## src/design/sha1_pkg.sv

```systemverilog
package sha1_pkg;

    localparam int unsigned NUM_ROUNDS = 80;
    localparam int unsigned NUM_WORDS  = 5;
    localparam int unsigned RING_DEPTH = 16;

    localparam logic [6:0] ROUND_LAST    = 7'(NUM_ROUNDS - 1);
    localparam logic [6:0] PHASE1_START  = 7'd20;
    localparam logic [6:0] PHASE2_START  = 7'd40;
    localparam logic [6:0] PHASE3_START  = 7'd60;
    localparam logic [2:0] WORD_IDX_LAST = 3'(NUM_WORDS - 1);
    localparam logic [5:0] FILL_LAST     = 6'd63;
    localparam logic [5:0] LEN_START     = 6'd56;

    localparam logic [31:0] IV0 = 32'h67452301;
    localparam logic [31:0] IV1 = 32'hEFCDAB89;
    localparam logic [31:0] IV2 = 32'h98BADCFE;
    localparam logic [31:0] IV3 = 32'h10325476;
    localparam logic [31:0] IV4 = 32'hC3D2E1F0;

    localparam logic [31:0] K0 = 32'h5A827999;
    localparam logic [31:0] K1 = 32'h6ED9EBA1;
    localparam logic [31:0] K2 = 32'h8F1BBCDC;
    localparam logic [31:0] K3 = 32'hCA62C1D6;

    localparam logic [7:0] PAD_MARK = 8'h80;

    typedef enum logic [2:0] {
        S_IDLE,
        S_PAD,
        S_ROUND,
        S_ADD,
        S_OUT
    } state_t;

    typedef enum logic [1:0] {
        SEL_DATA,
        SEL_MARK,
        SEL_ZERO,
        SEL_LEN
    } byte_sel_t;

    typedef struct packed {
        logic      push;
        byte_sel_t byte_sel;
        logic      count_bits;
        logic      load_vars;
        logic      do_round;
        logic [6:0] round_cnt;
        logic      add_chain;
        logic      reinit;
        logic [2:0] word_sel;
    } dp_cmd_t;

    typedef struct packed {
        logic [5:0] fill;
    } dp_status_t;

    function automatic logic [31:0] rotl(input logic [31:0] x, input int unsigned n);
        logic [63:0] dbl;
        dbl = {x, x} << n;
        return dbl[63:32];
    endfunction

endpackage

```

## src/design/sha1_dpath.sv

```systemverilog
module sha1_dpath
    import sha1_pkg::*;
(
    input  logic        clk,
    input  logic        rst_n,
    input  dp_cmd_t     cmd,
    input  logic [7:0]  in_byte,
    output dp_status_t  status,
    output logic [31:0] digest_word
);

    logic [31:0] chain_reg [NUM_WORDS];
    logic [31:0] var_reg   [NUM_WORDS];
    logic [31:0] w_reg     [RING_DEPTH];
    logic [5:0]  fill_reg;
    logic [63:0] bits_reg;

    logic [7:0]  push_byte;
    logic [31:0] f_val;
    logic [31:0] k_val;
    logic [31:0] t_val;
    logic [31:0] w_new;
    logic [5:0]  len_base;

    assign len_base = {~fill_reg[2:0], 3'b000};

    always_comb
    begin
        case (cmd.byte_sel)
            SEL_DATA: push_byte = in_byte;
            SEL_MARK: push_byte = PAD_MARK;
            SEL_LEN:  push_byte = bits_reg[len_base +: 8];
            default:  push_byte = 8'h00;
        endcase
    end

    always_comb
    begin
        if (cmd.round_cnt < PHASE1_START)
        begin
            f_val = (var_reg[1] & var_reg[2]) | (~var_reg[1] & var_reg[3]);
            k_val = K0;
        end
        else if (cmd.round_cnt < PHASE2_START)
        begin
            f_val = var_reg[1] ^ var_reg[2] ^ var_reg[3];
            k_val = K1;
        end
        else if (cmd.round_cnt < PHASE3_START)
        begin
            f_val = (var_reg[1] & var_reg[2]) | (var_reg[1] & var_reg[3])
                  | (var_reg[2] & var_reg[3]);
            k_val = K2;
        end
        else
        begin
            f_val = var_reg[1] ^ var_reg[2] ^ var_reg[3];
            k_val = K3;
        end
    end

    // Slot 0 always holds the schedule word of the current round.
    assign t_val = rotl(var_reg[0], 5) + f_val + var_reg[4] + k_val + w_reg[0];
    assign w_new = rotl(w_reg[13] ^ w_reg[8] ^ w_reg[2] ^ w_reg[0], 1);

    always_ff @(posedge clk or negedge rst_n)
    begin
        if (!rst_n)
        begin
            chain_reg[0] <= IV0;
            chain_reg[1] <= IV1;
            chain_reg[2] <= IV2;
            chain_reg[3] <= IV3;
            chain_reg[4] <= IV4;
            fill_reg     <= '0;
            bits_reg     <= '0;
        end
        else if (cmd.reinit)
        begin
            chain_reg[0] <= IV0;
            chain_reg[1] <= IV1;
            chain_reg[2] <= IV2;
            chain_reg[3] <= IV3;
            chain_reg[4] <= IV4;
            fill_reg     <= '0;
            bits_reg     <= '0;
        end
        else
        begin
            if (cmd.add_chain)
            begin
                for (int i = 0; i < NUM_WORDS; i++)
                begin
                    chain_reg[i] <= chain_reg[i] + var_reg[i];
                end
            end
            if (cmd.push)
            begin
                fill_reg <= fill_reg + 6'd1;
            end
            if (cmd.count_bits)
            begin
                bits_reg <= bits_reg + 64'd8;
            end
        end
    end

    // The block buffer shifts in bytes from the bottom so that a full block
    // sits in big-endian word order, oldest word in slot 0.
    always_ff @(posedge clk)
    begin
        if (cmd.push)
        begin
            for (int i = 0; i < RING_DEPTH - 1; i++)
            begin
                w_reg[i] <= {w_reg[i][23:0], w_reg[i + 1][31:24]};
            end
            w_reg[RING_DEPTH - 1] <= {w_reg[RING_DEPTH - 1][23:0], push_byte};
        end
        else if (cmd.do_round)
        begin
            for (int i = 0; i < RING_DEPTH - 1; i++)
            begin
                w_reg[i] <= w_reg[i + 1];
            end
            w_reg[RING_DEPTH - 1] <= w_new;
        end

        if (cmd.load_vars)
        begin
            for (int i = 0; i < NUM_WORDS; i++)
            begin
                var_reg[i] <= chain_reg[i];
            end
        end
        else if (cmd.do_round)
        begin
            var_reg[0] <= t_val;
            var_reg[1] <= var_reg[0];
            var_reg[2] <= rotl(var_reg[1], 30);
            var_reg[3] <= var_reg[2];
            var_reg[4] <= var_reg[3];
        end
    end

    always_comb
    begin
        case (cmd.word_sel)
            3'd0:    digest_word = chain_reg[0];
            3'd1:    digest_word = chain_reg[1];
            3'd2:    digest_word = chain_reg[2];
            3'd3:    digest_word = chain_reg[3];
            default: digest_word = chain_reg[4];
        endcase
    end

    assign status.fill = fill_reg;

endmodule

```

## src/design/sha1_ctrl.sv

```systemverilog
module sha1_ctrl
    import sha1_pkg::*;
(
    input  logic       clk,
    input  logic       rst_n,
    input  logic       in_valid,
    input  logic       in_has_byte,
    input  logic       in_last,
    output logic       in_ready,
    output logic       out_valid,
    input  logic       out_ready,
    output logic [2:0] out_index,
    output logic       out_last,
    input  dp_status_t status,
    output dp_cmd_t    cmd
);

    state_t     state_reg, state_next;
    logic [6:0] rnd_cnt_reg, rnd_cnt_next;
    logic [2:0] idx_reg, idx_next;
    logic       pad_pend_reg, pad_pend_next;
    logic       pad_first_reg, pad_first_next;
    logic       final_blk_reg, final_blk_next;

    logic in_acc;
    logic out_acc;
    logic blk_full;

    assign in_acc   = (state_reg == S_IDLE) && in_valid;
    assign out_acc  = (state_reg == S_OUT) && out_ready;
    assign blk_full = (status.fill == FILL_LAST);

    always_ff @(posedge clk or negedge rst_n)
    begin
        if (!rst_n)
        begin
            state_reg     <= S_IDLE;
            rnd_cnt_reg   <= '0;
            idx_reg       <= '0;
            pad_pend_reg  <= 1'b0;
            pad_first_reg <= 1'b0;
            final_blk_reg <= 1'b0;
        end
        else
        begin
            state_reg     <= state_next;
            rnd_cnt_reg   <= rnd_cnt_next;
            idx_reg       <= idx_next;
            pad_pend_reg  <= pad_pend_next;
            pad_first_reg <= pad_first_next;
            final_blk_reg <= final_blk_next;
        end
    end

    // Next state
    always_comb
    begin
        state_next     = state_reg;
        rnd_cnt_next   = rnd_cnt_reg;
        idx_next       = idx_reg;
        pad_pend_next  = pad_pend_reg;
        pad_first_next = pad_first_reg;
        final_blk_next = final_blk_reg;
        case (state_reg)
            S_IDLE:
            begin
                if (in_acc)
                begin
                    if (in_has_byte && blk_full)
                    begin
                        state_next     = S_ROUND;
                        rnd_cnt_next   = '0;
                        pad_pend_next  = in_last;
                        pad_first_next = in_last;
                    end
                    else if (in_last)
                    begin
                        state_next     = S_PAD;
                        pad_pend_next  = 1'b1;
                        pad_first_next = 1'b1;
                    end
                end
            end
            S_PAD:
            begin
                pad_first_next = 1'b0;
                if (pad_first_reg)
                begin
                    // The length fits behind the mark only below byte 56.
                    final_blk_next = (status.fill < LEN_START);
                end
                if (blk_full)
                begin
                    state_next   = S_ROUND;
                    rnd_cnt_next = '0;
                end
            end
            S_ROUND:
            begin
                rnd_cnt_next = rnd_cnt_reg + 7'd1;
                if (rnd_cnt_reg == ROUND_LAST)
                begin
                    state_next = S_ADD;
                end
            end
            S_ADD:
            begin
                if (final_blk_reg)
                begin
                    state_next = S_OUT;
                    idx_next   = '0;
                end
                else if (pad_pend_reg)
                begin
                    state_next = S_PAD;
                    if (!pad_first_reg)
                    begin
                        final_blk_next = 1'b1;
                    end
                end
                else
                begin
                    state_next = S_IDLE;
                end
            end
            S_OUT:
            begin
                if (out_acc)
                begin
                    idx_next = idx_reg + 3'd1;
                    if (idx_reg == WORD_IDX_LAST)
                    begin
                        state_next     = S_IDLE;
                        idx_next       = '0;
                        pad_pend_next  = 1'b0;
                        pad_first_next = 1'b0;
                        final_blk_next = 1'b0;
                    end
                end
            end
            default:
            begin
                state_next = S_IDLE;
            end
        endcase
    end

    // Outputs and datapath commands
    always_comb
    begin
        cmd            = '0;
        cmd.byte_sel   = SEL_ZERO;
        cmd.round_cnt  = rnd_cnt_reg;
        cmd.word_sel   = idx_reg;
        in_ready       = 1'b0;
        out_valid      = 1'b0;
        case (state_reg)
            S_IDLE:
            begin
                in_ready = 1'b1;
                if (in_acc && in_has_byte)
                begin
                    cmd.push       = 1'b1;
                    cmd.byte_sel   = SEL_DATA;
                    cmd.count_bits = 1'b1;
                    cmd.load_vars  = blk_full;
                end
            end
            S_PAD:
            begin
                cmd.push      = 1'b1;
                cmd.load_vars = blk_full;
                if (pad_first_reg)
                begin
                    cmd.byte_sel = SEL_MARK;
                end
                else if (final_blk_reg && (status.fill >= LEN_START))
                begin
                    cmd.byte_sel = SEL_LEN;
                end
                else
                begin
                    cmd.byte_sel = SEL_ZERO;
                end
            end
            S_ROUND:
            begin
                cmd.do_round = 1'b1;
            end
            S_ADD:
            begin
                cmd.add_chain = 1'b1;
            end
            S_OUT:
            begin
                out_valid  = 1'b1;
                cmd.reinit = out_acc && (idx_reg == WORD_IDX_LAST);
            end
            default:
            begin
                cmd.byte_sel = SEL_ZERO;
            end
        endcase
    end

    assign out_index = idx_reg;
    assign out_last  = (idx_reg == WORD_IDX_LAST);

    a_round_bound: assert property (@(posedge clk) disable iff (!rst_n)
        (state_reg == S_ROUND) |-> (rnd_cnt_reg <= ROUND_LAST))
        else $error("round counter ran past the last round");

    a_push_excl: assert property (@(posedge clk) disable iff (!rst_n)
        !(cmd.push && cmd.do_round))
        else $error("byte push collided with a compression round");

    a_final_out: assert property (@(posedge clk) disable iff (!rst_n)
        (state_reg == S_ADD && final_blk_reg) |=> (state_reg == S_OUT && idx_reg == 3'd0))
        else $error("final block did not lead to digest output");

    a_len_final: assert property (@(posedge clk) disable iff (!rst_n)
        (cmd.push && cmd.byte_sel == SEL_LEN) |-> (status.fill >= LEN_START))
        else $error("length byte placed outside the tail of the block");

endmodule

```

## src/design/sha1_hash_engine_core.sv

```systemverilog
// SHA-1 hashing engine.
// Input stream: one word per message byte. s_axis_tdata carries the byte,
// s_axis_tuser says whether the byte is present, and s_axis_tlast closes the
// message. A word with tuser low and tlast high closes the message as it
// stands, which gives the empty-message digest when nothing was sent.
// Output stream: five digest words h0..h4 per message; m_axis_tuser gives
// the word position and m_axis_tlast marks h4.
// Flow: a byte is taken while the engine is idle. Each 64th byte, and each block
// built during padding, starts the compression, which runs its rounds on one
// shared round unit and then folds the result into the chaining words; input
// is held off meanwhile. Closing a message pads one byte per cycle, pausing
// for the compression after a full block, up to 72 bytes with two compressions.
// The engine works on one word at a time: while the digest waits on a low
// m_axis_tready no new input is taken. After the fifth digest word the
// engine reloads the initial hash values and is ready for the next message.
// Reset puts the engine idle with the initial hash values and zero length.
module sha1_hash_engine_core
    import sha1_pkg::*;
(
    input  logic        clk,
    input  logic        rst_n,
    input  logic        s_axis_tvalid,
    output logic        s_axis_tready,
    input  logic [7:0]  s_axis_tdata,   // [7:0] data_byte
    input  logic        s_axis_tuser,   // [0] has_byte
    input  logic        s_axis_tlast,
    output logic        m_axis_tvalid,
    input  logic        m_axis_tready,
    output logic [31:0] m_axis_tdata,   // [31:0] digest_word
    output logic [2:0]  m_axis_tuser,   // [2:0] word_index
    output logic        m_axis_tlast
);

    dp_cmd_t    cmd;
    dp_status_t status;

    sha1_ctrl u_ctrl (
        .clk         (clk),
        .rst_n       (rst_n),
        .in_valid    (s_axis_tvalid),
        .in_has_byte (s_axis_tuser),
        .in_last     (s_axis_tlast),
        .in_ready    (s_axis_tready),
        .out_valid   (m_axis_tvalid),
        .out_ready   (m_axis_tready),
        .out_index   (m_axis_tuser),
        .out_last    (m_axis_tlast),
        .status      (status),
        .cmd         (cmd)
    );

    sha1_dpath u_dpath (
        .clk         (clk),
        .rst_n       (rst_n),
        .cmd         (cmd),
        .in_byte     (s_axis_tdata),
        .status      (status),
        .digest_word (m_axis_tdata)
    );

endmodule

```

## config.mk

```make
export PLATFORM = sky130hd
export DESIGN_NAME = sha1_hash_engine_core
export DESIGN_NICKNAME = d
export VERILOG_FILES = /design/src/design/sha1_pkg.sv /design/src/design/sha1_dpath.sv /design/src/design/sha1_ctrl.sv /design/src/design/sha1_hash_engine_core.sv
export SDC_FILE = /design/constraint.sdc
export NUM_CORES = 2
export LEC_CHECK = 0
export BUFFER_PORTS_ARGS = -buffer_cell sky130_fd_sc_hd__buf_2
export CELL_PAD_IN_SITES_DETAIL_PLACEMENT = 2
export CELL_PAD_IN_SITES_GLOBAL_PLACEMENT = 2
export CORE_ASPECT_RATIO = 0.6
export CORE_MARGIN = 10
export CORE_UTILIZATION = 45
export DETAILED_ROUTE_END_ITERATION = 10
export PLACE_DENSITY = 0.94
export SYNTH_ARGS = -nofsm -noshare
export SYNTH_HDL_FRONTEND = slang
export SYNTH_SLANG_ARGS = --single-unit
```

## constraint.sdc

```tcl
create_clock -name clk -period 34.1 [get_ports clk]
set_clock_uncertainty 0.1 [all_clocks]
set_input_delay 6.82 -clock clk [delete_from_list [all_inputs] [get_ports clk]]
set_output_delay 6.82 -clock clk [all_outputs]
set_load 0.05 [all_outputs]
```

After elaboration in Yosys (flattened, before gate mapping) --
Memories as Yosys holds them, arrays and structs flattened. Cells that the tools add are included.
Storage, ports and cells: register bits after elaboration 246, RAM bits 672, logic and storage cells 199, memories kept 2
Operators by class: add/subtract/negate cells 13, magnitude comparators 5, eq/ne operators 21, shifts and indexed selects 1, muxes and demuxes 86, bitwise logic cells 35, reduce and logical (&&, ||, !) cells 23
Memories:
- u_dpath.w_reg | words 16, bits a word 32, read ports 16, clocked after Yosys merged registers in 0, wr ports 16, line sha1_dpath.sv:14 | logic [31:0] w_reg [RING_DEPTH];
- u_dpath.var_reg | words 5, bits a word 32, read ports 5, clocked after Yosys merged registers in 0, wr ports 5, line sha1_dpath.sv:13 | logic [31:0] var_reg [NUM_WORDS];
Operators with widths (count):
- 2-to-1 mux 32 bit | 26
- 2-to-1 mux 160 bit | 2
- adder 32 bit | 9
- bitwise XOR 32 bit | 5
- AND 32 bit | 4
- 2-to-1 mux 64 bit | 2
- one-hot mux 32 bit (4 select lines) | 1
- OR 32 bit | 3
- adder 64 x 4 -> 64 bit, second input constant | 1
- indexed part select 64 x 7 -> 8 bit | 1
- 2-to-1 mux 3 bit | 11
- inverter 32 bit | 1
- 2-to-1 mux 31 bit | 1
- 2-to-1 mux 1 bit | 26
- one-hot mux 8 bit (3 select lines) | 1
- 2-to-1 mux 7 bit | 3
- OR 1 bit | 21
- one-hot mux 7 bit (3 select lines) | 1
- one-hot mux 3 bit (5 select lines) | 1
- less-than comparator 7 x 6 -> 1 bit, second input constant | 2
- == test 3 x 2 -> 1 bit, second input constant | 4
- 2-to-1 mux 6 bit | 2
- != test 2 x 1 -> 1 bit, second input constant | 6
- AND reduction 5 bit | 2
- 29 further kinds | 48

Depth between registers and ports, before layout --
An unclocked memory read counts as a cell.
depth in word-level cells 12, depth in mapped cells 28

Hierarchy --
A second synthesis with hierarchy kept.
Unflattened totals: cells, all modules 4650, area, all modules 53960.5 µm²
By module, submodules not included:
- sha1_dpath | instances 1, cells an instance 4539, area an instance 52940.8 µm², sequential area each 25959.9 µm²
- sha1_ctrl | instances 1, cells an instance 111, area an instance 1019.7 µm², sequential area each 400.4 µm²

Worst setup path after synthesis --
OpenSTA, ideal clock, no wires.
kind input to register, start input port s_axis_tuser, end memory u_dpath.w_reg[0][0], enable pin, data arrival time 16.196 ns, data required time 30.368 ns, path slack 14.171 ns, stages 6, buffers on the path 3, path through and3_1 -> clkbuf_1 -> a21oi_1 -> clkbuf_1 -> clkbuf_1 -> nand2_1
RTL lines:
- start, declared | line sha1_hash_engine_core.sv:25 | input logic s_axis_tuser,
- end, declared | line sha1_dpath.sv:14

==> flow_summary.toml <==
[worst_setup_path]
crit_type = "input pin to flop"
critPathLaunch = "s_axis_tuser"
cp-end-kind = "flop"
startpoint_type = "input pin"
arrival_ns = 12.62
critPathRequiredTime_ns = 34.32
path_max_fanout = 79
rrSetupSlack_ns = 24.78
r2r-end = "u_dpath.var_reg[0][30]"
r2r_start = "u_ctrl.rnd_cnt_reg[3]"
r2r_cells = 23

[synthesis]
synth_top_area_cell = "edfxtp_1"
syn_nets = 5997
yosysWarnings = 0
ys_types = 89
synth_top_area_frac = 0.378
synth-edff-count = 672
ys_seq_area_frac = 0.494
avgSynthCellArea_um2 = 9.43
syn-instance-count = 5656
yosys_register_bits = 915
synth_xor_area_frac = 0.0507
syn-cell-area_um2 = 53300
synth_top_family_by_area = "simple AND/OR/NAND/NOR gates"
async_flop_share = 0.266
synthAdderAreaFrac = 0.0935
synthSimpleGateAreaFrac = 0.201
synthMuxAreaShare = 0.0151
synth.top_cells.by_area = "edfxtp_1, nand2_1, dfrtp_1, ha_1, fa_1"
ys.flop_type = "edfxtp_1"
synth-compound-area-share = 0.111

[global_route]
grt_pass1_vias = 52668
grt_pass1_wl_um = 364000
grt.overflow.total = 0
antenna_found_initial = 13
grt_max_degree = 214
track_usage = 0.359

[detailed_routing]
drt-met1-wl_um = 92900
viasPerCell = 6.61
initialDrtViolationCount = 6425
wl_met3_um = 24700
final_antenna_net_count = 0
drc = 0
vias = 48046
wire_per_inst_um = 33.9
drt-total-wl_um = 246000
wl_met2_um = 114000
firstDrtPassIters = 6
highest_layer = "met5"

[clock_network]
cts_root_buf = "clkbuf_16"
clk_transition_reported_paths_ns = 0.07
cts_sinks = 915
cts_setup_buffers = 0
clockBufferDepth = 3
cts_max_level = 3
cts_tree = "done"
cts_buffers = 92
cts_resized = 0
insertion_delay_ns = 0.73
postCtsHoldBufs = 0

[placement]
place_congestion = 0.945
dp_hpwl_um = 155000
io_buffers = 51

[timing]
worstMarginPinSlew_ns = 1.46
setup_viol = 0
tns_ns = 0
rsz0062_at_grt = "false"
hold_violations = 0
slew_headroom = 0.00306
finalCriticalPeriod_ns = 12.40
clock.fmax_ghz = 0.0806
final_max_slew_viol_count = 0
fin_crit_sh = 0.364

[layout]
drive_gt1_frac = 0.0673
fillers = 12106
synthToLayoutAreaGrowth_pct = 9.04
layout_common_cells = "nand2_1, edfxtp_1, nor2_1"
layout_commonest_cell = "nand2_1"
fin_util = 0.497
largest_register_ff_count = 512
nets = 5940

[floorplanning]
core-area_um2 = 117000
rows = 97
die-area_um2 = 133000
die_h_um = 287
io_pins = 52
die_width_um = 464
start_util = 0.455

[power_and_ir_drop]
p_per_area_nw_per_um2 = 115
vdd_drop_max_mv = 0.0704
leakagePower_nw = 25.4

[flow_run]
cap_violations = 1

[status]
violations = "max-capacitance violations"
outcome = "finished, violations left"

[hold_path]
hp-start = "u_dpath.w_reg[0][225]"
hp-class = "flop to flop"
min_delay_worst_endpoint = "u_dpath.w_reg[0][193]"
holdPathStages = 2
power breakdown:
| part | switching (mW) | leakage (nW) | total (mW) | internal, mW |
|---|---|---|---|---|
| Sequential | 0.511 | 9.51 | 2.41 | 1.89 |
| Clock | 0.529 | 1.47 | 1.12 | 0.589 |
| Combinational | 2.18 | 14.4 | 3.15 | 0.976 |
cell type report:
type | count | area [µm²] | share of cell area
diodes | 5 | 12.5 | 0.000215
repair buffers | 106 | 719 | 0.0124
clock inverters | 53 | 541 | 0.00929
well taps | 1584 | 1980 | 0.0341
clock buffers | 119 | 2460 | 0.0424
flip-flops and latches | 915 | 26400 | 0.453
multi-input cells | 4252 | 25200 | 0.433
inverters | 232 | 871 | 0.0150
kinds of logic (layout without fill, tap and decap cells):
kind of cell,after synthesis,in the layout
XOR/XNOR,309,309
AND/OR/NAND/NOR,2629,2629
other,0,5
multiplexers,64,64
buffers and inverters,489,510
AO/OA/AOI/OAI,923,923
flip-flops,915,915
adder cells (fa/ha/maj),327,327
metal layers:
metal / up-vias / GRT usage
li1: 19194 / -
met5: - / 0
met1: 24721 / 0.438
met2: 3084 / 0.582
met4: 12 / 0.180
met3: 1035 / 0.105
worst max-delay path by stage:
stage	to	slack, ns	cells past startpoint
after global placement	u_dpath.w_reg[0][120]	21.57	8
after global routing	u_dpath.w_reg[0][160]	21.46	8
final	u_dpath.w_reg[0][160]	21.70	8
after detailed placement	u_dpath.w_reg[0][120]	21.19	8
after CTS	u_dpath.w_reg[0][160]	21.85	8
after floorplan	u_dpath.w_reg[0][0]	14.17	6
Yosys cell counts, types with 28 or more instances:
library cell	instances
a21o_1	102
a21oi_1	221
a22oi_1	77
a31oi_1	49
and3_1	36
clkbuf_1	235
dfrtp_1	163
dfstp_2	80
edfxtp_1	672
fa_1	119
ha_1	208
inv_1	229
mux2i_1	50
nand2_1	2005
nand3_1	98
nand4_1	31
nor2_1	264
nor3_1	57
o21ai_0	240
o21bai_1	28
xnor2_1	189
xor2_1	120
stage by stage:
stage | setup WS (ns) | instance area (µm²) | total power [mW] | instances | hold WS, ns
floorplan | 14.17 | 53300 | 4.17 | 5656 | 0.348
CTS | 21.85 | 58100 | 6.56 | 7260 | 0.426
detailed placement | 21.19 | 55100 | 5.17 | 7088 | 0.382
global route | 21.46 | 58100 | 6.92 | 7263 | 0.444
global placement | 21.57 | 55100 | 4.72 | 7088 | 0.371
finish | 21.70 | 58200 | 6.68 | 7266 | 0.438
worst max-delay path: stages:
cell     delay, ns
buf_2         0.09
and3_1        0.80
a21oi_4       0.16
nand2_4       0.81
buf_4         0.82
buf_4         1.00
buf_4         0.88
buf_4         0.97
No activity file was read; power rests on OpenSTA's default activity.
